`src/sntp_divk.sv`:
```
// Two-stage divider by a constant: reciprocal multiply, then quotient and remainder.
// Elastic valid/ready stage carrying a sideband word; no package dependency.
module sntp_divk #(
    parameter int W  = 32,
    parameter int D  = 1000,
    parameter int SW = 1
) (
    input  logic                   clk,
    input  logic                   rst_n,
    input  logic                   in_valid,
    output logic                   in_ready,
    input  logic [W-1:0]           n,
    input  logic [SW-1:0]          in_side,
    output logic                   out_valid,
    input  logic                   out_ready,
    output logic [W-1:0]           q,
    output logic [$clog2(D)-1:0]   r,
    output logic [SW-1:0]          out_side
);
    localparam int C  = $clog2(D);
    localparam int S  = W + C;
    localparam int PW = 2 * W + 1;
    localparam logic [W:0] M = (W + 1)'(((64'd1 << S) + 64'(D) - 64'd1) / 64'(D));

    logic          v1_reg;
    logic [PW-1:0] p_reg;
    logic [W-1:0]  n1_reg;
    logic [SW-1:0] side1_reg;
    logic          v2_reg;
    logic [W-1:0]  q_reg;
    logic [C-1:0]  r_reg;
    logic [SW-1:0] side2_reg;

    logic          en1, en2;
    logic [PW-1:0] p_next;
    logic [W-1:0]  q_next;
    logic [W-1:0]  r_full;

    assign en2       = !v2_reg || out_ready;
    assign en1       = !v1_reg || en2;
    assign in_ready  = en1;
    assign out_valid = v2_reg;
    assign q         = q_reg;
    assign r         = r_reg;
    assign out_side  = side2_reg;

    always_comb
    begin
        p_next = PW'(n) * PW'(M);
        q_next = W'(p_reg >> S);
        r_full = n1_reg - q_next * W'(D);
    end

    always_ff @(posedge clk or negedge rst_n)
    begin
        if (!rst_n)
        begin
            v1_reg <= 1'b0;
            v2_reg <= 1'b0;
        end
        else
        begin
            if (en1)
                v1_reg <= in_valid;
            if (en2)
                v2_reg <= v1_reg;
        end
    end

    always_ff @(posedge clk)
    begin
        if (en1 && in_valid)
        begin
            p_reg     <= p_next;
            n1_reg    <= n;
            side1_reg <= in_side;
        end
        if (en2 && v1_reg)
        begin
            q_reg     <= q_next;
            r_reg     <= r_full[C-1:0];
            side2_reg <= side1_reg;
        end
    end

    a_rem_bound: assert property (@(posedge clk) disable iff (!rst_n)
        v2_reg |-> (int'(r_reg) < D))
        else $error("remainder not below divisor");

endmodule

```
`config.mk`:
```
export PLATFORM = sky130hd
export DESIGN_NAME = sntp_divk
export DESIGN_NICKNAME = d
export VERILOG_FILES = /design/src/sntp_divk.sv
export SDC_FILE = /design/constraint.sdc
export NUM_CORES = 1
export LEC_CHECK = 0
export ABC_AREA = 1
export BUFFER_PORTS_ARGS = -buffer_cell sky130_fd_sc_hd__buf_2
export CAP_MARGIN = 20
export CORE_ASPECT_RATIO = 1.1
export CORE_MARGIN = 2
export CORE_UTILIZATION = 50
export DETAILED_ROUTE_END_ITERATION = 8
export PLACE_DENSITY = 0.67
export RECOVER_POWER = 50
export SKIP_LAST_GASP = 1
export SYNTH_ARGS = -nofsm -noshare
export SYNTH_HDL_FRONTEND = slang
export SYNTH_SLANG_ARGS = --single-unit
```
`constraint.sdc`:
```
create_clock -name clk -period 6.6 [get_ports clk]
set_input_delay 0.33 -clock clk [delete_from_list [all_inputs] [get_ports clk]]
set_output_delay 0.33 -clock clk [all_outputs]
set_load 0.02 [all_outputs]
```
==> flow_summary.json <==
{
  "outcome": "completed",
  "area_delta_synth_final_pct": 6.49,
  "wl_um": 52800,
  "synth_edf_count": 68,
  "drtPass1Iterations": 5,
  "crit_path_top_delay_cell": "fa_1",
  "synth_seq_cells": 70,
  "ys_top_cells_by_area": "fa_1, ha_1, inv_1",
  "cts_tree": "built",
  "ant_nets": 0,
  "drive_gt1_share_pct": 3.91,
  "hold-path-endpoint": "side1_reg",
  "antenna_found_initial": 0,
  "grt_max_degree": 35,
  "finalCritPeriodShare_pct": 92.0,
  "grt-ovfl-total": 0,
  "clk_pin_slew_worst_paths_ns": 0.07,
  "ios": 82,
  "crit-reg2reg-capture": "r[9]",
  "cp-end-kind": "flip-flop",
  "die_h_um": 213,
  "synth_cells": 2406,
  "synth.cell_area_mm2": 0.0198,
  "drtIter0Drc": 891,
  "cts_sinks": 70,
  "viasPerCell": 5.00,
  "clock.fmax_mhz": 165,
  "rows": 76,
  "setup_viol": 0,
  "fin_skew_ns": 0.0142,
  "r2r_cells": 17,
  "critPathMostFrequentCell": "fa_1",
  "grt_pass1_wl_um": 83600,
  "route.detailed.drc": 0,
  "diodes": 0,
  "cts_setup_buffers": 0,
  "h-tree-depth": 3,
  "cts-buffers-inserted": 9,
  "rsz0062_at_grt": "false",
  "layout_commonest_cell": "inv_1",
  "dieArea_mm2": 0.0412,
  "worstSetupPathType": "primary input to flip-flop",
  "worst_hold_path_type": "primary input to flip-flop",
  "startpoint": "n[9]",
  "start_util_pct": 50.7,
  "place.gp.congestion": 0.995,
  "hold_viol": 0,
  "synth_top_cell_by_area": "fa_1",
  "rr_startpoint": "p_reg[42]",
  "syn-mean-instance-area_um2": 8.23,
  "whs_path_depth": 1,
  "yosysSeqAreaShare_pct": 10.6,
  "grt_use_total_pct": 26.6,
  "synth.distinct_cells": 30,
  "cts_max_path_buffers": 2,
  "dp_hpwl_um": 47200,
  "coreArea_mm2": 0.0391,
  "max_cap_violations": 0,
  "mostFrequentLayoutCells": "inv_1, nand2_1, ha_1",
  "num-nets-final": 3245,
  "cts-root-buf": "clkbuf_16",
  "slew_headroom_pct": 10.9,
  "hold_path_startpoint": "in_side",
  "routedWlPerCell_um": 17.5,
  "grt_pass1_vias": 16000,
  "cp_max_fo": 12,
  "synth_top_flop_cell": "edfxtp_1",
  "synth_top_cell_area_share_pct": 30.5,
  "period_needed_ns": 6.07,
  "finalSetupTns_ns": 0,
  "max_stage_delay_ns": 0.53,
  "io_buffer_count": 72,
  "tightest_slew_ns": 1.34,
  "die_x_um": 194,
  "cp.arrival_ns": 6.17,
  "insertion_delay_ns": 0.34,
  "crit_required_ns": 6.70,
  "maxSlewViolCount": 0,
  "synth_warnings": 0,
  "worst_setup_path_start_kind": "primary input",
  "synthArstFlopShare_pct": 2.86,
  "reg2reg_slack_ns": 2.52,
  "vias": 15100
}
critical path: cells and delay by family:
kind	cells	cell delay, ns
and+or+nand+nor	9	0.94
adders and majority gates	9	4.07
buffers and inverters	7	0.82
what timing repair did:
action                    4_1_cts  5_1_grt
hold buffers                    1        0
hold endpoints to repair        2        0
resized for setup               0        0
cell usage after synthesis (all sizes together) (3+ instances only):
| cell type | count |
|---|---|
| a21oi | 40 |
| and3 | 3 |
| buf | 9 |
| edfxtp | 68 |
| fa | 302 |
| ha | 406 |
| inv | 816 |
| nand2 | 543 |
| nand3 | 62 |
| nand4 | 22 |
| nor2 | 84 |
| nor3 | 19 |
| o21ai | 5 |
| o21bai | 3 |
| xnor2 | 7 |
| xor2 | 6 |
per-stage QoR:
stage          area [µm²]  util (%)  std cells  setup WS [ns]  hold WS (ns)
2_1_floorplan       19800         -       2414           1.07        0.0344
3_3_place_gp        20900      53.3       2994          0.210         0.115
3_5_place_dp        20900      53.3       2994          0.202         0.118
4_1_cts             21100      54.1       3011          0.555         0.172
5_1_grt             21100      54.0       3012          0.272         0.169
6_report            21100      54.0       3012          0.526         0.178
layout make-up:
class	count	area, µm²
inverters	816	3060
well taps	507	634
repair buffers	84	414
flip-flops and latches	70	2090
multi-input cells	1519	14600
clock buffers	9	225
clock inverters	7	48.8
fillers	3694	18000
how the worst max path moves through the flow:
stage | end | slack, ns | cells after the start
after floorplan | p_reg[60] | 1.07 | 23
after global placement | p_reg[59] | 0.21 | 25
after detailed placement | p_reg[59] | 0.20 | 25
after CTS | p_reg[59] | 0.56 | 25
after global routing | p_reg[59] | 0.27 | 25
final | p_reg[59] | 0.53 | 25
metal layers:
| layer | share of wire [%] | up-vias | GRT usage [%] | routed length [µm] |
|---|---|---|---|---|
| met5 | 0 | - | 0 | 0 |
| met4 | 5.0 | 0 | 11.7 | 2620 |
| met3 | 4.2 | 116 | 1.88 | 2210 |
| met2 | 49 | 415 | 48.0 | 25800 |
| met1 | 42 | 7254 | 32.9 | 22200 |
| li1 | - | 7276 | - | - |
logic make-up (layout without fill, tap and decap cells):
logic type,Yosys count,after routing,share of synthesized area [%]
AOI/OAI and AO/OA,50,50,1.32
xor gates and xnor gates,13,13,0.575
adders and majority gates,708,708,56.2
buffers and inverters,825,916,15.8
DFF,70,70,10.6
other,1,9,0.0189
and+or+nand+nor,739,739,15.5
Power is left out: the tool's default activity adds up to more than one toggle a clock period on the data nets, which glitch-free logic cannot reach.
