`src/sntp_pkg.sv`:
```
// Shared types, constants and register codes for the SNTP poll scheduler.
// No dependencies; compiled before every other file of the block.
package sntp_pkg;

    localparam logic [14:0] RETRY_CAP_MS   = 15'd30000;
    localparam logic [14:0] RETRY_INIT_MS  = 15'd1;
    localparam logic [31:0] NTP_TO_UNIX    = 32'd2208988800;
    localparam int          MS_PER_SEC     = 1000;
    localparam int          SECS_PER_DAY   = 86400;
    localparam int          SECS_PER_HOUR  = 3600;
    localparam int          SECS_PER_MIN   = 60;
    localparam int          DAYS_PER_WEEK  = 7;
    localparam logic [15:0] EPOCH_WEEKDAY  = 16'd4;

    localparam logic signed [17:0] TIME_OFFSET_RST = 18'sd0;
    localparam logic [31:0]        INTERVAL_RST    = 32'd60000;
    localparam logic [15:0]        TIMEOUT_RST     = 16'd1000;

    localparam logic [1:0] CFG_TIME_OFFSET     = 2'd0;
    localparam logic [1:0] CFG_UPDATE_INTERVAL = 2'd1;
    localparam logic [1:0] CFG_REQUEST_TIMEOUT = 2'd2;

    typedef struct packed {
        logic        action;
        logic [31:0] now_ms;
        logic        reply_valid;
        logic [31:0] reply_seconds;
    } poll_t;

    typedef struct packed {
        logic        send_request;
        logic        purge_receive;
        logic        synced;
        logic [31:0] epoch_seconds;
        logic [4:0]  hour_of_day;
        logic [5:0]  minute_of_hour;
        logic [5:0]  second_of_minute;
        logic [2:0]  weekday;
    } result_t;

    typedef struct packed {
        logic signed [17:0] time_offset;
        logic [31:0]        update_interval_ms;
        logic [15:0]        request_timeout_ms;
    } cfg_t;

    typedef struct packed {
        logic send_request;
        logic purge_receive;
        logic synced;
    } flags_t;

    typedef struct packed {
        flags_t      flags;
        logic [31:0] delta_ms;
        logic [31:0] base;
    } sched_t;

endpackage

```
`src/sntp_if.sv`:
```
// Handshake channels of the SNTP poll scheduler: poll, result and config write.
// Depends on sntp_pkg for the payload types.
interface sntp_poll_if;
    logic                valid;
    logic                ready;
    sntp_pkg::poll_t     data;
    modport source (output valid, output data, input ready);
    modport sink (input valid, input data, output ready);
endinterface


```
`src/sntp_sched.sv`:
```
// Poll register, schedule state and backoff decision; emits elapsed time and epoch base.
// Depends on sntp_pkg and sntp_poll_if.
module sntp_sched (
    input  logic             clk,
    input  logic             rst_n,
    input  sntp_pkg::cfg_t   cfg,
    sntp_poll_if.sink        poll,
    output logic             out_valid,
    input  logic             out_ready,
    output sntp_pkg::sched_t out_data
);
    import sntp_pkg::*;

    logic        a_valid_reg;
    poll_t       a_reg;
    logic        b_valid_reg;
    sched_t      b_reg;
    sched_t      b_next;
    logic        b_en;
    logic        step;

    logic [31:0] last_sync_reg, last_sync_next;
    logic [31:0] request_time_reg, request_time_next;
    logic [14:0] retry_reg, retry_next;
    logic [31:0] server_epoch_reg, server_epoch_next;

    logic        due;
    logic [15:0] retry_dbl;
    logic [31:0] deadline;
    logic [31:0] offset_ext;
    flags_t      flags;

    assign b_en       = !b_valid_reg || out_ready;
    assign poll.ready = !a_valid_reg || b_en;
    assign step       = a_valid_reg && b_en;
    assign out_valid  = b_valid_reg;
    assign out_data   = b_reg;

    always_comb
    begin
        last_sync_next    = last_sync_reg;
        request_time_next = request_time_reg;
        retry_next        = retry_reg;
        server_epoch_next = server_epoch_reg;
        flags             = '0;

        due = !(last_sync_reg != 32'd0 &&
                a_reg.now_ms < last_sync_reg + cfg.update_interval_ms);
        retry_dbl = {retry_reg, 1'b0};
        deadline  = request_time_reg + 32'(retry_reg) + 32'(cfg.request_timeout_ms);
        offset_ext = {{14{cfg.time_offset[17]}}, cfg.time_offset};

        if (a_reg.action)
        begin
            last_sync_next    = '0;
            request_time_next = '0;
            retry_next        = RETRY_INIT_MS;
        end
        else if (due)
        begin
            if (request_time_reg == 32'd0 || a_reg.now_ms > deadline)
            begin
                if (request_time_reg != 32'd0)
                    retry_next = (retry_dbl > 16'(RETRY_CAP_MS)) ? RETRY_CAP_MS
                                                                : retry_dbl[14:0];
                else
                    flags.purge_receive = 1'b1;
                flags.send_request = 1'b1;
                request_time_next  = a_reg.now_ms;
            end
            if (a_reg.reply_valid)
            begin
                server_epoch_next = a_reg.reply_seconds - NTP_TO_UNIX;
                request_time_next = '0;
                retry_next        = RETRY_INIT_MS;
                last_sync_next    = a_reg.now_ms;
                flags.synced      = 1'b1;
            end
        end

        b_next.flags    = flags;
        b_next.delta_ms = a_reg.now_ms - last_sync_next;
        b_next.base     = offset_ext + server_epoch_next;
    end

    always_ff @(posedge clk or negedge rst_n)
    begin
        if (!rst_n)
        begin
            a_valid_reg      <= 1'b0;
            b_valid_reg      <= 1'b0;
            last_sync_reg    <= '0;
            request_time_reg <= '0;
            retry_reg        <= RETRY_INIT_MS;
            server_epoch_reg <= '0;
        end
        else
        begin
            if (poll.ready)
                a_valid_reg <= poll.valid;
            if (b_en)
                b_valid_reg <= a_valid_reg;
            if (step)
            begin
                last_sync_reg    <= last_sync_next;
                request_time_reg <= request_time_next;
                retry_reg        <= retry_next;
                server_epoch_reg <= server_epoch_next;
            end
        end
    end

    always_ff @(posedge clk)
    begin
        if (poll.valid && poll.ready)
            a_reg <= poll.data;
        if (step)
            b_reg <= b_next;
    end

    a_retry_range: assert property (@(posedge clk) disable iff (!rst_n)
        (retry_reg >= RETRY_INIT_MS) && (retry_reg <= RETRY_CAP_MS))
        else $error("retry delay out of range");

    a_force_clears: assert property (@(posedge clk) disable iff (!rst_n)
        (step && a_reg.action) |=>
        (last_sync_reg == 32'd0 && request_time_reg == 32'd0 && retry_reg == RETRY_INIT_MS))
        else $error("force update left schedule state");

    a_sync_time: assert property (@(posedge clk) disable iff (!rst_n)
        (step && !a_reg.action && due && a_reg.reply_valid) |=>
        (last_sync_reg == $past(a_reg.now_ms) && request_time_reg == 32'd0))
        else $error("accepted reply did not record sync time");

endmodule

```
`src/flat_wrapper.sv`:
```
// flat-port wrapper written by rule: the top's interface ports become plain ports
module sntp_sched_flat import sntp_pkg::*;
  (clk, rst_n, cfg, out_valid, out_ready, out_data, poll_valid, poll_data, poll_ready);
  sntp_poll_if poll_i ();
  input  logic clk;
  input  logic rst_n;
  input  sntp_pkg::cfg_t cfg;
  output logic out_valid;
  input  logic out_ready;
  output sntp_pkg::sched_t out_data;
  input wire logic [$bits(poll_i.valid)-1:0] poll_valid;
  input wire logic [$bits(poll_i.data)-1:0] poll_data;
  output wire logic [$bits(poll_i.ready)-1:0] poll_ready;
  assign poll_i.valid = poll_valid;
  assign poll_i.data = poll_data;
  assign poll_ready = poll_i.ready;
  sntp_sched u_core (.clk(clk), .rst_n(rst_n), .cfg(cfg), .poll(poll_i), .out_valid(out_valid), .out_ready(out_ready), .out_data(out_data));
endmodule
```
`config.mk`:
```
export PLATFORM = sky130hd
export DESIGN_NAME = sntp_sched_flat
export DESIGN_NICKNAME = d
export VERILOG_FILES = /design/src/sntp_pkg.sv /design/src/sntp_if.sv /design/src/sntp_sched.sv /design/src/flat_wrapper.sv
export SDC_FILE = /design/constraint.sdc
export NUM_CORES = 1
export LEC_CHECK = 0
export ABC_CLOCK_PERIOD_IN_PS = 7400
export BUFFER_PORTS_ARGS = -buffer_cell sky130_fd_sc_hd__buf_2
export CAP_MARGIN = 20
export CORE_MARGIN = 1
export CORE_UTILIZATION = 40
export CTS_CLUSTER_DIAMETER = 200
export DETAILED_ROUTE_END_ITERATION = 10
export PLACE_DENSITY = 0.69
export SLEW_MARGIN = 15
export SYNTH_ARGS = -nofsm -noshare
export SYNTH_HDL_FRONTEND = slang
export SYNTH_SLANG_ARGS = --single-unit
```
`constraint.sdc`:
```
create_clock -name clk -period 7.4 [get_ports clk]
set_clock_uncertainty 0.05 [all_clocks]
set_input_delay 0.37 -clock clk [delete_from_list [all_inputs] [get_ports clk]]
set_output_delay 0.37 -clock clk [all_outputs]
set_load 0.01 [all_outputs]
```
==> impl_metrics.ini <==
[sta]
period_minus_slack_ps = 7280
hold_viol_final = 0
tightestPinTransition_ps = 991.1
tns_ps = 0
whs_ps = 52.27
setup_viol = 0
max_clock_freq_mhz = 137.4
slew_viol_final = 0
timing.final.crit_share = 0.9838
slew_headroom = 0.3393
rsz0062_at_grt = true

[logic_synthesis]
syn-num-nets = 1985
syn_inst = 1656
syn_area_um2 = 16720
async_flop_share = 0.4593
ys.flop_type = edfxtp_1
synth.area.mux_share = 0.01392
synth-compound-area-share = 0.1920
synthAdderAreaFrac = 0.1530
ys_seq_area_frac = 0.4081
ys_warn_count = 0
synth_edf_count = 133
avgSynthCellArea_um2 = 10.10
ys_ff_latch = 246
synth_top_family_by_area = compound AO/OA/AOI/OAI gates
ys_types = 79
synthSimpleGateAreaFrac = 0.1417
synth-xor-area-share = 0.07177

[pwr]
clkPwrFrac = 0.192
p_sw_uw = 3053
pwr-share-comb = 0.535
p_leak_uw = 0.009790
vdd_drop_max_uv = 212.8
power.density_nw_per_um2 = 362.0
intPower_uw = 4896
p_sw_frac = 0.3841
seqPwrFrac = 0.273

[clock_tree]
clock_sinks = 246
cts_root_buf = clkbuf_16
clock_path_buffers = 3
numCtsBuffers = 30
path_clk_slew_ps = 60
cts_tree = built
htree_levels = 1
clock_latency_ps = 570

[final_layout]
drive_gt1_frac = 0.2657
fin_util = 0.5354
nets = 2435
syn2layout_area_growth_pct = 31.36
largest_reg_flops = 67

[floorplanning]
core_area_um2 = 41020
dieArea_um2 = 42620
pin_count = 205
die_height_um = 206.4
initial_utilization = 0.4076
num_rows = 74
die_w_um = 206.4

[global_routing]
antenna_found_initial = 2
grtUsageTotal = 0.2154
grt_pass1_wl_um = 72930
grt_pass1_vias = 14167
grt_overflow = 0
grt_max_degree = 67

[placement]
gp_congestion = 0.8802
numPortBuffers = 204
dp_hpwl_um = 34530

[route]
drt_iter0_drc = 910
drc_errors = 8
avgViaCountPerCell = 5.390
drtPass1Iterations = 8
routed_wl_um = 47130
wl_per_cell_um = 17.69
antenna_left = 0
num_vias = 14360

[worst_setup_path]
crit_path_start_kind = register
cp_max_fo = 8
cpMostUsedCell = o21ai_2
max_stage_delay_ps = 430
worstPathArrival_ps = 7540
cp_slowest_cell = or4_4
cp-end-kind = register
crit_type = register to register
crit_required_ps = 7660

[min_path]
hold_path_class = primary input to register

[outcome]
status = complete, but fails checks
failed_checks = DRC

[flow_run]
cap_viol_max_count = 0
## stage by stage
step           setup slack [ps]  std cells  area (µm²)  power (µW)
3_5_place_dp             -512.7       2518       19560        6018
2_1_floorplan             22.00       1656       16740        4703
4_1_cts                   15.49       2646       21380        7660
3_3_place_gp             -343.5       2518       19560        5905
6_report                  120.0       2664       21960        7949
5_1_grt                  -195.6       2664       21960        8508
## cells in the mapped netlist (4+ instances only)
| cell | count | area [µm²] |
|---|---|---|
| a21o_1 | 97 | 728.2 |
| o21bai_1 | 19 | 142.6 |
| ha_1 | 174 | 2177 |
| and3_1 | 9 | 56.30 |
| o2bb2ai_1 | 6 | 52.55 |
| nand2_1 | 242 | 908.4 |
| fa_1 | 19 | 380.4 |
| dfrtp_1 | 112 | 2803 |
| nor2_1 | 85 | 319.1 |
| nor4_1 | 22 | 137.6 |
| inv_1 | 38 | 142.6 |
| and4_1 | 4 | 35.03 |
| and2_1 | 6 | 37.54 |
| a211oi_1 | 6 | 45.04 |
| o21a_1 | 22 | 165.2 |
| or2_2 | 4 | 25.02 |
| nand2b_1 | 20 | 125.1 |
| buf_2 | 14 | 70.07 |
| edfxtp_1 | 133 | 3994 |
| nand3_1 | 20 | 100.1 |
| nand3b_1 | 4 | 30.03 |
| a41o_1 | 6 | 60.06 |
| nand4_1 | 32 | 200.2 |
| clkbuf_1 | 25 | 93.84 |
| xnor2_1 | 86 | 753.2 |
| a31oi_1 | 8 | 50.05 |
| o21ai_0 | 91 | 455.4 |
| or3_1 | 7 | 43.79 |
| o211ai_1 | 5 | 37.54 |
| a21oi_1 | 117 | 585.6 |
| nor2b_1 | 20 | 125.1 |
| a22o_1 | 41 | 359.1 |
| nor3_1 | 23 | 115.1 |
| buf_1 | 4 | 15.01 |
| xor2_1 | 51 | 446.7 |
| mux2_2 | 18 | 202.7 |
## path summary, 6_finish.rpt
path	end	cells after the start	slack, ps	start
setup / recovery	u_core.out_data[30]$_DFFE_PP_	33	120	u_core.last_sync_reg[0]$_DFFE_PN0P_
hold reg to reg	u_core.server_epoch_reg[21]$_DFFE_PN0P_	2	420	u_core.server_epoch_reg[21]$_DFFE_PN0P_
setup reg to reg	u_core.out_data[30]$_DFFE_PP_	33	120	u_core.last_sync_reg[0]$_DFFE_PN0P_
min in group asynchronous	u_core.last_sync_reg[0]$_DFFE_PN0P_	2	390	rst_n
hold / removal	u_core.out_valid$_DFFE_PN0P_	3	50	out_ready
max in group asynchronous	u_core.request_time_reg[26]$_DFFE_PN0P_	3	5630	rst_n
## layout make-up
| type | count | area [µm²] |
|---|---|---|
| Timing Repair Buffer | 461 | 3238 |
| Antenna cell | 2 | 5.005 |
| Tap cell | 532 | 665.6 |
| Clock buffer | 32 | 779.5 |
| Sequential cell | 246 | 6823 |
| Multi-Input combinational cell | 1328 | 10070 |
| Clock inverter | 24 | 236.5 |
| Inverter | 39 | 146.4 |
| Fill cell | 3618 | 19060 |
## critical path: cells and delay by family (launching register included)
family	cells	cell delay, ps
compound gates	15	2960
xor+xnor	2	170
fa+ha+maj	4	950
buf+inv	3	430
flops	1	390
mux	1	310
simple gates	8	1760
## power by group through the flow
stage          Clock [µW]  Sequential (µW)  Combinational, µW
2_1_floorplan           0             2210               2500
3_3_place_gp            0             2180               3720
3_5_place_dp            0             2190               3830
4_1_cts              1560             2170               3930
5_1_grt              1620             2210               4680
6_report             1530             2170               4250
## kinds of logic (layout without fill, tap and decap cells)
family,Yosys count,in the layout
xor gates and xnor gates,137,137
other,0,2
and+or+nand+nor,509,509
buffers and inverters,82,556
muxes,21,21
adders and majority gates,193,193
AOI/OAI and AO/OA,468,468
DFF,246,246
## layer usage
layer / track usage / up-vias / routed length (µm)
met1: 0.2757 / 6915 / 20300
li1: - / 7015 / -
met3: 0.02949 / 98 / 2008
met5: 0 / - / 0
met4: 0.07668 / 0 / 1607
met2: 0.3690 / 332 / 23220
## cells in the final DEF (no fill, tap or decap), drive strengths merged, types with 5 or more instances in the layout
master and count:
buf 391, nand2 242, ha 174, edfxtp 133, a21oi 117, dfrtp 112
a21o 97, o21ai 95, xnor2 86, nor2 85, dlygate4sd3 68, xor2 51
a22o 41, inv 41, clkbuf 34, nand4 32, nor3 24, nor4 24
o21a 22, nand3 20, nand2b 20, nor2b 20, o21bai 19, fa 19
mux2 18, clkinv 14, and3 10, a211oi 9, a31oi 8, or3 7
a41o 6, o2bb2ai 6, a2111oi 6, and2 6, o211ai 5, or2 5
## timing repair
item / 4_1_cts / 5_1_grt
pin swaps: 13 / 42
setup buffers: 3 / 14
resized for setup: 22 / 83
hold endpoints to repair: 123 / 0
hold buffers: 68 / 0
endpoints found under the setup margin: 11 / 16
gates cloned: 1 / 2
No activity file was read; power rests on OpenSTA's default activity.
