`config.mk`:
```
export PLATFORM = sky130hd
export DESIGN_NAME = sntp_cfg_regs_flat
export DESIGN_NICKNAME = d
export VERILOG_FILES = /design/src/sntp_pkg.sv /design/src/sntp_if.sv /design/src/sntp_cfg_regs.sv /design/src/flat_wrapper.sv
export SDC_FILE = /design/constraint.sdc
export NUM_CORES = 1
export LEC_CHECK = 0
export BUFFER_PORTS_ARGS = -buffer_cell sky130_fd_sc_hd__buf_2
export CORE_MARGIN = 1.5
export CORE_UTILIZATION = 51
export CTS_BUF_LIST = sky130_fd_sc_hd__clkbuf_16
export DETAILED_ROUTE_END_ITERATION = 8
export GPL_TIMING_DRIVEN = 0
export PLACE_DENSITY = 0.91
export SETUP_SLACK_MARGIN = 0.1
export SLEW_MARGIN = 10
export SYNTH_ARGS = -nofsm -noshare
export SYNTH_HDL_FRONTEND = slang
export SYNTH_SLANG_ARGS = --single-unit
export TNS_END_PERCENT = 5
```
`constraint.sdc`:
```
create_clock -name clk -period 1.1 [get_ports clk]
set_clock_uncertainty 0.05 [all_clocks]
set_input_delay 0.11 -clock clk [delete_from_list [all_inputs] [get_ports clk]]
set_output_delay 0.11 -clock clk [all_outputs]
set_load 0.005 [all_outputs]
```
`src/sntp_pkg.sv`:
```
// Shared types, constants and register codes for the SNTP poll scheduler.
// No dependencies; compiled before every other file of the block.
package sntp_pkg;

    localparam logic [14:0] RETRY_CAP_MS   = 15'd30000;
    localparam logic [14:0] RETRY_INIT_MS  = 15'd1;
    localparam logic [31:0] NTP_TO_UNIX    = 32'd2208988800;
    localparam int          MS_PER_SEC     = 1000;
    localparam int          SECS_PER_DAY   = 86400;
    localparam int          SECS_PER_HOUR  = 3600;
    localparam int          SECS_PER_MIN   = 60;
    localparam int          DAYS_PER_WEEK  = 7;
    localparam logic [15:0] EPOCH_WEEKDAY  = 16'd4;

    localparam logic signed [17:0] TIME_OFFSET_RST = 18'sd0;
    localparam logic [31:0]        INTERVAL_RST    = 32'd60000;
    localparam logic [15:0]        TIMEOUT_RST     = 16'd1000;

    localparam logic [1:0] CFG_TIME_OFFSET     = 2'd0;
    localparam logic [1:0] CFG_UPDATE_INTERVAL = 2'd1;
    localparam logic [1:0] CFG_REQUEST_TIMEOUT = 2'd2;

    typedef struct packed {
        logic        action;
        logic [31:0] now_ms;
        logic        reply_valid;
        logic [31:0] reply_seconds;
    } poll_t;

    typedef struct packed {
        logic        send_request;
        logic        purge_receive;
        logic        synced;
        logic [31:0] epoch_seconds;
        logic [4:0]  hour_of_day;
        logic [5:0]  minute_of_hour;
        logic [5:0]  second_of_minute;
        logic [2:0]  weekday;
    } result_t;

    typedef struct packed {
        logic signed [17:0] time_offset;
        logic [31:0]        update_interval_ms;
        logic [15:0]        request_timeout_ms;
    } cfg_t;

    typedef struct packed {
        logic send_request;
        logic purge_receive;
        logic synced;
    } flags_t;

    typedef struct packed {
        flags_t      flags;
        logic [31:0] delta_ms;
        logic [31:0] base;
    } sched_t;

endpackage

```
`src/sntp_if.sv`:
```


interface sntp_cfg_if;
    logic                valid;
    logic                ready;
    logic [1:0]          index;
    logic [31:0]         wdata;
    modport source (output valid, output index, output wdata, input ready);
    modport sink (input valid, input index, input wdata, output ready);
endinterface

```
`src/sntp_cfg_regs.sv`:
```
// Configuration registers: time offset, update interval and request timeout.
// Depends on sntp_pkg and sntp_cfg_if.
module sntp_cfg_regs (
    input  logic          clk,
    input  logic          rst_n,
    sntp_cfg_if.sink      cfg,
    output sntp_pkg::cfg_t regs
);
    import sntp_pkg::*;

    cfg_t regs_reg;

    assign cfg.ready = 1'b1;
    assign regs      = regs_reg;

    always_ff @(posedge clk or negedge rst_n)
    begin
        if (!rst_n)
        begin
            regs_reg.time_offset        <= TIME_OFFSET_RST;
            regs_reg.update_interval_ms <= INTERVAL_RST;
            regs_reg.request_timeout_ms <= TIMEOUT_RST;
        end
        else if (cfg.valid)
        begin
            case (cfg.index)
                CFG_TIME_OFFSET:     regs_reg.time_offset        <= cfg.wdata[17:0];
                CFG_UPDATE_INTERVAL: regs_reg.update_interval_ms <= cfg.wdata;
                CFG_REQUEST_TIMEOUT: regs_reg.request_timeout_ms <= cfg.wdata[15:0];
                default:             ;
            endcase
        end
    end

endmodule

```
`src/flat_wrapper.sv`:
```
// flat-port wrapper written by rule: the top's interface ports become plain ports
module sntp_cfg_regs_flat import sntp_pkg::*;
  (clk, rst_n, regs, cfg_valid, cfg_index, cfg_wdata, cfg_ready);
  sntp_cfg_if cfg_i ();
  input  logic clk;
  input  logic rst_n;
  output sntp_pkg::cfg_t regs;
  input wire logic [$bits(cfg_i.valid)-1:0] cfg_valid;
  input wire logic [$bits(cfg_i.index)-1:0] cfg_index;
  input wire logic [$bits(cfg_i.wdata)-1:0] cfg_wdata;
  output wire logic [$bits(cfg_i.ready)-1:0] cfg_ready;
  assign cfg_i.valid = cfg_valid;
  assign cfg_i.index = cfg_index;
  assign cfg_i.wdata = cfg_wdata;
  assign cfg_ready = cfg_i.ready;
  sntp_cfg_regs u_core (.clk(clk), .rst_n(rst_n), .cfg(cfg_i), .regs(regs));
endmodule
```
==> summary by stage, run 1 <==
Clocking
The number of hold buffers added after cts is 18. Clock tree synthesis selected as its root buffer the cell clkbuf_16. The clock reaches the later pin of the worst-skew pair after 0.32 ns. The longest clock path from root to sink contains 2 buffers. The clock-pin slew of the registers on the worst-case setup and hold paths is 0.05 ns. The clock net in this run drives a total of 66 sinks. TritonCTS created 9 clock buffers.

The TritonCTS clock tree is built. The clock tree synthesis step divided the H-tree into 3 levels.

Worst setup path
The highest cell delay on the worst timing path is 0.53 ns. Data on the critical path is required at its endpoint by 0.94 ns. STA classifies the critical path startpoint as a flip-flop.

The worst register-to-register path ends at u_core.regs[42]. The setup path with the least slack is of type flip-flop to output port. For flop-to-flop paths, the worst setup slack is 0.27 ns. The worst reg-to-reg path cell count is 1. The family with the most delay on the worst path is flip-flops. The data arrival at the endpoint of the critical path is 0.95 ns. The number of buffer and inverter stages on the critical path is 1. The maximum fanout count along the critical path is 2.

The slowest stage of the critical path is the dfstp_2 cell. The critical path goes through buf_2. STA classifies the critical path endpoint as an output port. The startpoint identified for the worst register-to-register timing path is u_core.regs[42].

Timing
Static timing analysis puts the maximum clock frequency at 897.6 MHz. Headroom to the max-slew limit came out at 0.4765. The measured slew at the worst slew-check pin is 0.7852 ns.

Across all setup checks in the final design, the least slack found is -0.01409 ns. The final max-slew violation count came to 0. Setup repair after global routing could not meet its margin everywhere. The final critical path time including I/O delays and setup is 1.114 ns. On the final layout, the worst hold slack is -0.1695 ns. Dividing the final minimum period by the clock period gives 1.013. The hold violation total from the final report was 53. The number of endpoints failing setup at the final stage is 12.

Worst hold path
The path class of the tightest hold or removal check is primary input to asynchronous set/reset pin.

Yosys
By area the synthesized netlist is led by dfrtp_1, mux2_2, dfstp_2. The mapped netlist covers 0.002539 mm2. The netlist uses 12 different library cells. The most area-hungry cell type in the Yosys netlist is dfrtp_1. Dividing the synthesized area by the synthesized cell count gives 17.75 um2. For this run, the number of Yosys warnings is 0.

In this run, synthesis produced a sequential element count of 66. The top cell type's share of synthesized area is 0.5224. The number of nets handed over by synthesis was 180. The synthesized netlist cell count is 143. The share of the Yosys chip area taken by registers is 0.6570.

Detailed routing
Dividing the detail-routed via count by the number of cells gives 4.948. After detailed routing, the average wire length per cell comes to 16.48 um. Across all layers, the routed design uses 1717 vias.

The count of nets left with antenna violations after detail routing is 0. The final routed wirelength across all metal layers is 5.717 mm. The DRC violations left is 0. The first detailed-routing pass ran for 4 iterations. The detailed router finished its first iteration with 44 violations.

Run
The max-cap check violation count is 0.

Finish
The area of all sequential standard cells is 0.001668 mm2. The net count of the finished layout is 311. Leaving out fill and tap cells, the most frequent cells in the layout are buf_2, mux2_2, dfrtp_1. The layout overhead on the synthesized area is 43.77%.

For this run, the share of the core covered by cells in the final layout is 0.7676. The area occupied by multi-input gates is 834.6 um2. The final cell count without fillers is 347. The register with the most flip-flops in the layout has 66 of them. The number of inserted filler cells in the final layout is 308.

In the final layout, the share of cells above drive strength 1 is 0.7240. The library cell used most frequently in the layout, excluding fill and tap cells, is buf_2.

GRT
The number of antenna violations at the first check in global routing is 1. The pin count of the biggest net entering global routing is 67. The via count of the first global-routing pass came to 1828. The aggregate global-route resource usage is 0.2238. For this run the aggregate overflow at the end of global routing stands at 0. The global-route wire length before repair is 8.645 mm.

Power
The reported net switching power is 1.657 mW. Of the total power, the clock network draws 0.344. The part of the total power dissipated in combinational logic is 0.195. The cell leakage power is 1.776 nW. For this design the ratio of total power to cell area is 1900 mW/mm2. Of the total power, the share spent switching nets is 0.2389. Internal power comes to 5.277 mW. The maximum VDD drop is 1111 uV. The power consumption is 6.933 mW. The register share of total power is 0.462.

Floorplan
Pin placement for this block handled 104 I/O pins. The die span in y is 73.56 um. The width of the die is 73.56 um. The placeable core region is 0.004755 mm2. The initial core utilization is 0.5339. The floorplan step defined a die boundary enclosing 0.005410 mm2. The initialized floorplan defines 25 standard-cell rows.

Status
The checks that failed: negative hold slack, negative setup slack. The flow ran to the end, but the final reports show violations.

Placement
The HPWL after detailed placement is 3.597 mm. Including well taps, the total number of placed cells is 312. The global placer's final weighted congestion is 0.7105.

The count of buffers added on input and output ports is 102.
-- final cells by class --
type / count / area share
diodes: 1 / 0.0006856
plain buffers: 7 / 0.02263
clock buffers: 9 / 0.06171
clock inverters: 7 / 0.007885
multi-input cells: 70 / 0.2287
flip-flops and latches: 66 / 0.4570
well taps: 67 / 0.02297
repair buffers: 120 / 0.1985
-- cells by family (layout without fill, tap and decap cells) --
logic type             count (synthesis)  after routing  share of synthesized area
muxes                                 66             66                     0.2928
DFF                                   66             66                     0.6570
buffers and inverters                  7            143                    0.03154
and+or+nand+nor                        3              3                    0.01725
other                                  1              2                   0.001477
-- how the worst max path moves through the flow --
stage | start | endpoint | slack, ns | cells after the start
final | u_core.regs[21] | regs[21] | -0.01 | 1
after global routing | u_core.regs[21] | regs[21] | -0.04 | 1
after CTS | u_core.regs[3] | regs[3] | -0.02 | 1
after detailed placement | cfg_index[0] | u_core.regs[4] | -0.20 | 4
after global placement | rst_n | u_core.regs[18] | -0.33 | 1
after floorplan | cfg_index[0] | u_core.regs[55] | 0.04 | 4
-- power groups by stage --
stage	Clock, mW	Sequential (mW)	Combinational [mW]
3_5_place_dp	0	3.21	1.26
3_3_place_gp	0	3.18	1.22
4_1_cts	2.44	3.19	1.33
2_1_floorplan	0	3.25	0.524
6_report	2.38	3.20	1.35
5_1_grt	2.51	3.25	1.47
-- Yosys cell counts --
library cell   n
buf_2          1
buf_4          1
buf_6          1
buf_8          1
clkbuf_8       3
conb_1         1
dfrtp_1       53
dfstp_2       13
mux2_2        66
nand3b_2       1
nand3b_4       1
nor3b_2        1
-- routing by layer --
metal | GRT usage | routed length, um | vias to the layer above
li1 | - | - | 770
met1 | 0.2445 | 2144 | 857
met2 | 0.3884 | 3038 | 75
met3 | 0.06173 | 372 | 15
met4 | 0.1276 | 163 | 0
met5 | 0 | 0 | -
-- timing repair --
item	in CTS	in global routing
gates resized for setup	1	5
endpoints found under the setup margin	21	50
setup buffers	0	0
endpoints found under the hold margin	72	53
-- per-stage QoR --
stage               TNS (ns)  cell area [um2]  setup slack (ns)
detailed placement    -7.394             3179           -0.2029
floorplan                  0             2582           0.04397
global route         -0.3138             3650          -0.03631
finish              -0.07544             3650          -0.01409
global placement      -24.32             3177           -0.3275
CTS                  -0.1607             3620          -0.02315
Power figures use the tool's default switching activity.
==> run 2, diff against run 1 <==
- CORE_ASPECT_RATIO: default -> 1.75
- TNS_END_PERCENT: 5 -> default
==> run 2 against run 1 <==
Compared with the run above:
- the flow still finishes with violations (negative hold slack, negative setup slack)
- via count rose by 2.2%
- power rose by 15%
- critical path depth did not move
- utilization rose by 5.3 points
- non-clock buffer count rose by 19
- combinational power rose by 14%
- clock power rose by 36%
- register-to-register slack got worse by 0.12 ns
- flip-flop and latch count did not move
- largest cell class unchanged
==> summary by stage, run 2 (synthesis results as in run 1) <==
Status
The flow ran to the end, but the final reports show violations. The checks that failed: negative hold slack, negative setup slack.

Floorplan
The cell row count is 33 (+32%). The die span in y was 96.34 um (+31%). The placeable core region came to 0.004748 mm2 (-0.13%). The number of top-level design ports is 104 (unchanged).

The width of the die is 56.34 um (-23%). The area of the die is 0.005427 mm2 (+0.31%). The initial core utilization came to 0.5347 (+0.0007035).

Finish
The post-route cell area came to 0.003896 mm2 (+6.8%). The antenna diode count is 0 (-1). The final cell count without fillers is 350 (+0.86%). The number of flip-flops in the largest register is 66 (unchanged). The fraction of the core area covered by cells at the end of the flow is 0.8206 (+0.05292). The most frequent standard cell in the layout excluding fill and tap cells is buf_2. The library cells used most frequently in the layout, excluding fill and tap cells, are buf_2, mux2_2, dfrtp_1.

The net count of the finished layout came to 330 (+6.1%). The layout overhead on the synthesized area is 53.47%. The share of layout cells above drive strength 1 was 0.7315 (+0.007529).

Power
The cell area power density is 2048 mW/mm2 (+7.8%). The power consumption was 7.980 mW (+15%). The cell leakage power is 1.895 nW (+6.7%). The maximum VDD drop is 2147 uV (+93%).

Timing
The share of the cycle needed by the critical path after routing was 1.017 (+0.004459). The sum of negative setup slack is -0.1357 ns (-0.06025 ns). The headroom to the max-slew limit is 0.4750 (-0.001554). The final critical path time including I/O delays and setup was 1.119 ns (+0.004904 ns).

Setup repair after global routing could not meet its margin everywhere. The final max-slew violation count is 0 (unchanged). The highest attainable clock frequency came to 893.7 MHz (-0.44%). The measured slew at the worst slew-check pin is 0.7876 ns (+0.002331 ns).

The smallest setup slack after layout is -0.01900 ns (-0.004904 ns). The number of endpoints failing setup at the final stage was 12 (unchanged). The worst hold slack after final layout was -0.1805 ns (-0.01100 ns). The hold violation total from the final report is 53 (unchanged).

Placement
The count of placed standard cells including taps came to 297 (-4.8%). The HPWL after detailed placement is 3.611 mm (+0.40%). The count of input and output buffers was 102 (unchanged). The placed instance area is 0.003161 mm2 (-0.59%). The global placer's final weighted congestion was 0.7216 (+1.6%). The worst-case setup slack after placement is -0.2163 ns (-0.01338 ns).

Detailed routing
The total iterations of the first detailed-routing run is 4 (unchanged). The count of nets left with antenna violations after detail routing is 0 (unchanged). The mean routed wirelength per cell came to 17.49 um (+6.2%). The final routed wirelength across all metal layers is 6.122 mm (+7.1%). The DRC violations left is 0 (unchanged).

The count of routing violations after the opening detailed-route iteration is 27 (-39%). The number of vias per cell after detailed routing is 5.011 (+1.3%). The overall via count from detail_route was 1754 (+2.2%).

Worst setup path
The data arrival at the endpoint of the critical path was 0.96 ns (about the same). The highest cell delay on the worst timing path was 0.53 ns (about the same). The type of destination of the critical path is an output port.

The number of buffer and inverter stages on the critical path is 1 (unchanged). The signal on the critical path passes through buf_2. The startpoint identified for the worst register-to-register timing path is u_core.regs[42]. The highest-delay cell along the critical path is dfstp_2. The setup slack of the worst register-to-register path is 0.15 ns (-0.12 ns). The required time of the worst setup path is 0.94 ns (about the same). The setup path with the least slack is of type flip-flop to output port. The maximum fanout count along the critical path is 2 (unchanged). The family with the most delay on the worst path is flip-flops. The launching element type of the critical path is a flip-flop. The endpoint of the lowest-slack register-to-register path is u_core.regs[42]. The worst reg-to-reg path cell count came to 2 (+1).

Clocking
The TritonCTS clock tree is built. The number of buffers on the longest clock path is 2 (unchanged). The total number of H-tree levels is 3 (unchanged). The number of buffers inserted during clock tree synthesis is 9 (unchanged). The number of clock sinks is 66 (unchanged). The number of hold buffers added after cts is 25 (+7). In this run the clock root is driven by a clkbuf_16.

The clock-pin slew of the registers on the worst-case setup and hold paths was 0.05 ns (about the same). The clock latency of the later-clocked register in the worst-skew pair is 0.32 ns (about the same).

GRT
The remaining global-route overflow is 0 (unchanged). The global-route wire length before repair is 8.935 mm (+3.4%). The number of antenna violations at the first check in global routing is 0 (-1).

The via count of the first global-routing pass is 1803 (-1.4%). The aggregate global-route resource usage was 0.2280 (+0.004207). The pin count of the biggest net entering global routing is 67 (unchanged).

Run
The max-cap check violation count is 0 (unchanged).

Worst hold path
The path class of the tightest hold or removal check is primary input to asynchronous set/reset pin.
==> run 2: cell types whose count changed in the layout (fill, tap and decap cells not counted), sizes merged <==
cell         delta
clkinv          -3
buf            +12
bufinv          +3
diode           -1
inv             -2
dlygate4sd3     +7
clkinvlp        +2
==> run 2: worst max path at each step <==
stage                    startpoint         endpoint  slack, ns  depth (start not counted)
global route        u_core.regs[22]         regs[22]      -0.04                          1
floorplan              cfg_index[0]  u_core.regs[55]       0.04                          4
global placement              rst_n  u_core.regs[23]      -0.29                          1
detailed placement     cfg_index[0]  u_core.regs[15]      -0.22                          4
CTS                  u_core.regs[9]          regs[9]      -0.02                          1
finish              u_core.regs[30]         regs[30]      -0.02                          1
==> run 2: repair_timing <==
item | 4_1_cts | 5_1_grt
hold endpoints to repair | 88 | 53
resized for setup | 5 | 4
endpoints found under the setup margin | 24 | 61
buffers inserted | 4 | 8
==> run 2: layout make-up <==
| type | count | area [um2] |
|---|---|---|
| clock inverters | 7 | 117.6 |
| repair buffers | 139 | 903.4 |
| multi-input cells | 70 | 834.6 |
| clock buffers | 9 | 225.2 |
| well taps | 52 | 65.06 |
| fillers | 241 | 852.1 |
| flip-flops and latches | 66 | 1668 |
| plain buffers | 7 | 82.58 |
==> run 2: where the power goes <==
| group | switching, mW | total, mW | internal [mW] |
|---|---|---|---|
| combinational | 0.556 | 1.54 | 0.983 |
| clock | 1.03 | 3.23 | 2.21 |
| sequential | 0.249 | 3.21 | 2.96 |
==> run 2: routing by layer <==
metal,wire length [um],vias to the layer above,global-route usage
met4,99,0,0.09524
met5,0,-,0
met2,3481,64,0.4333
met1,2273,879,0.2337
met3,268,9,0.05780
li1,-,802,-
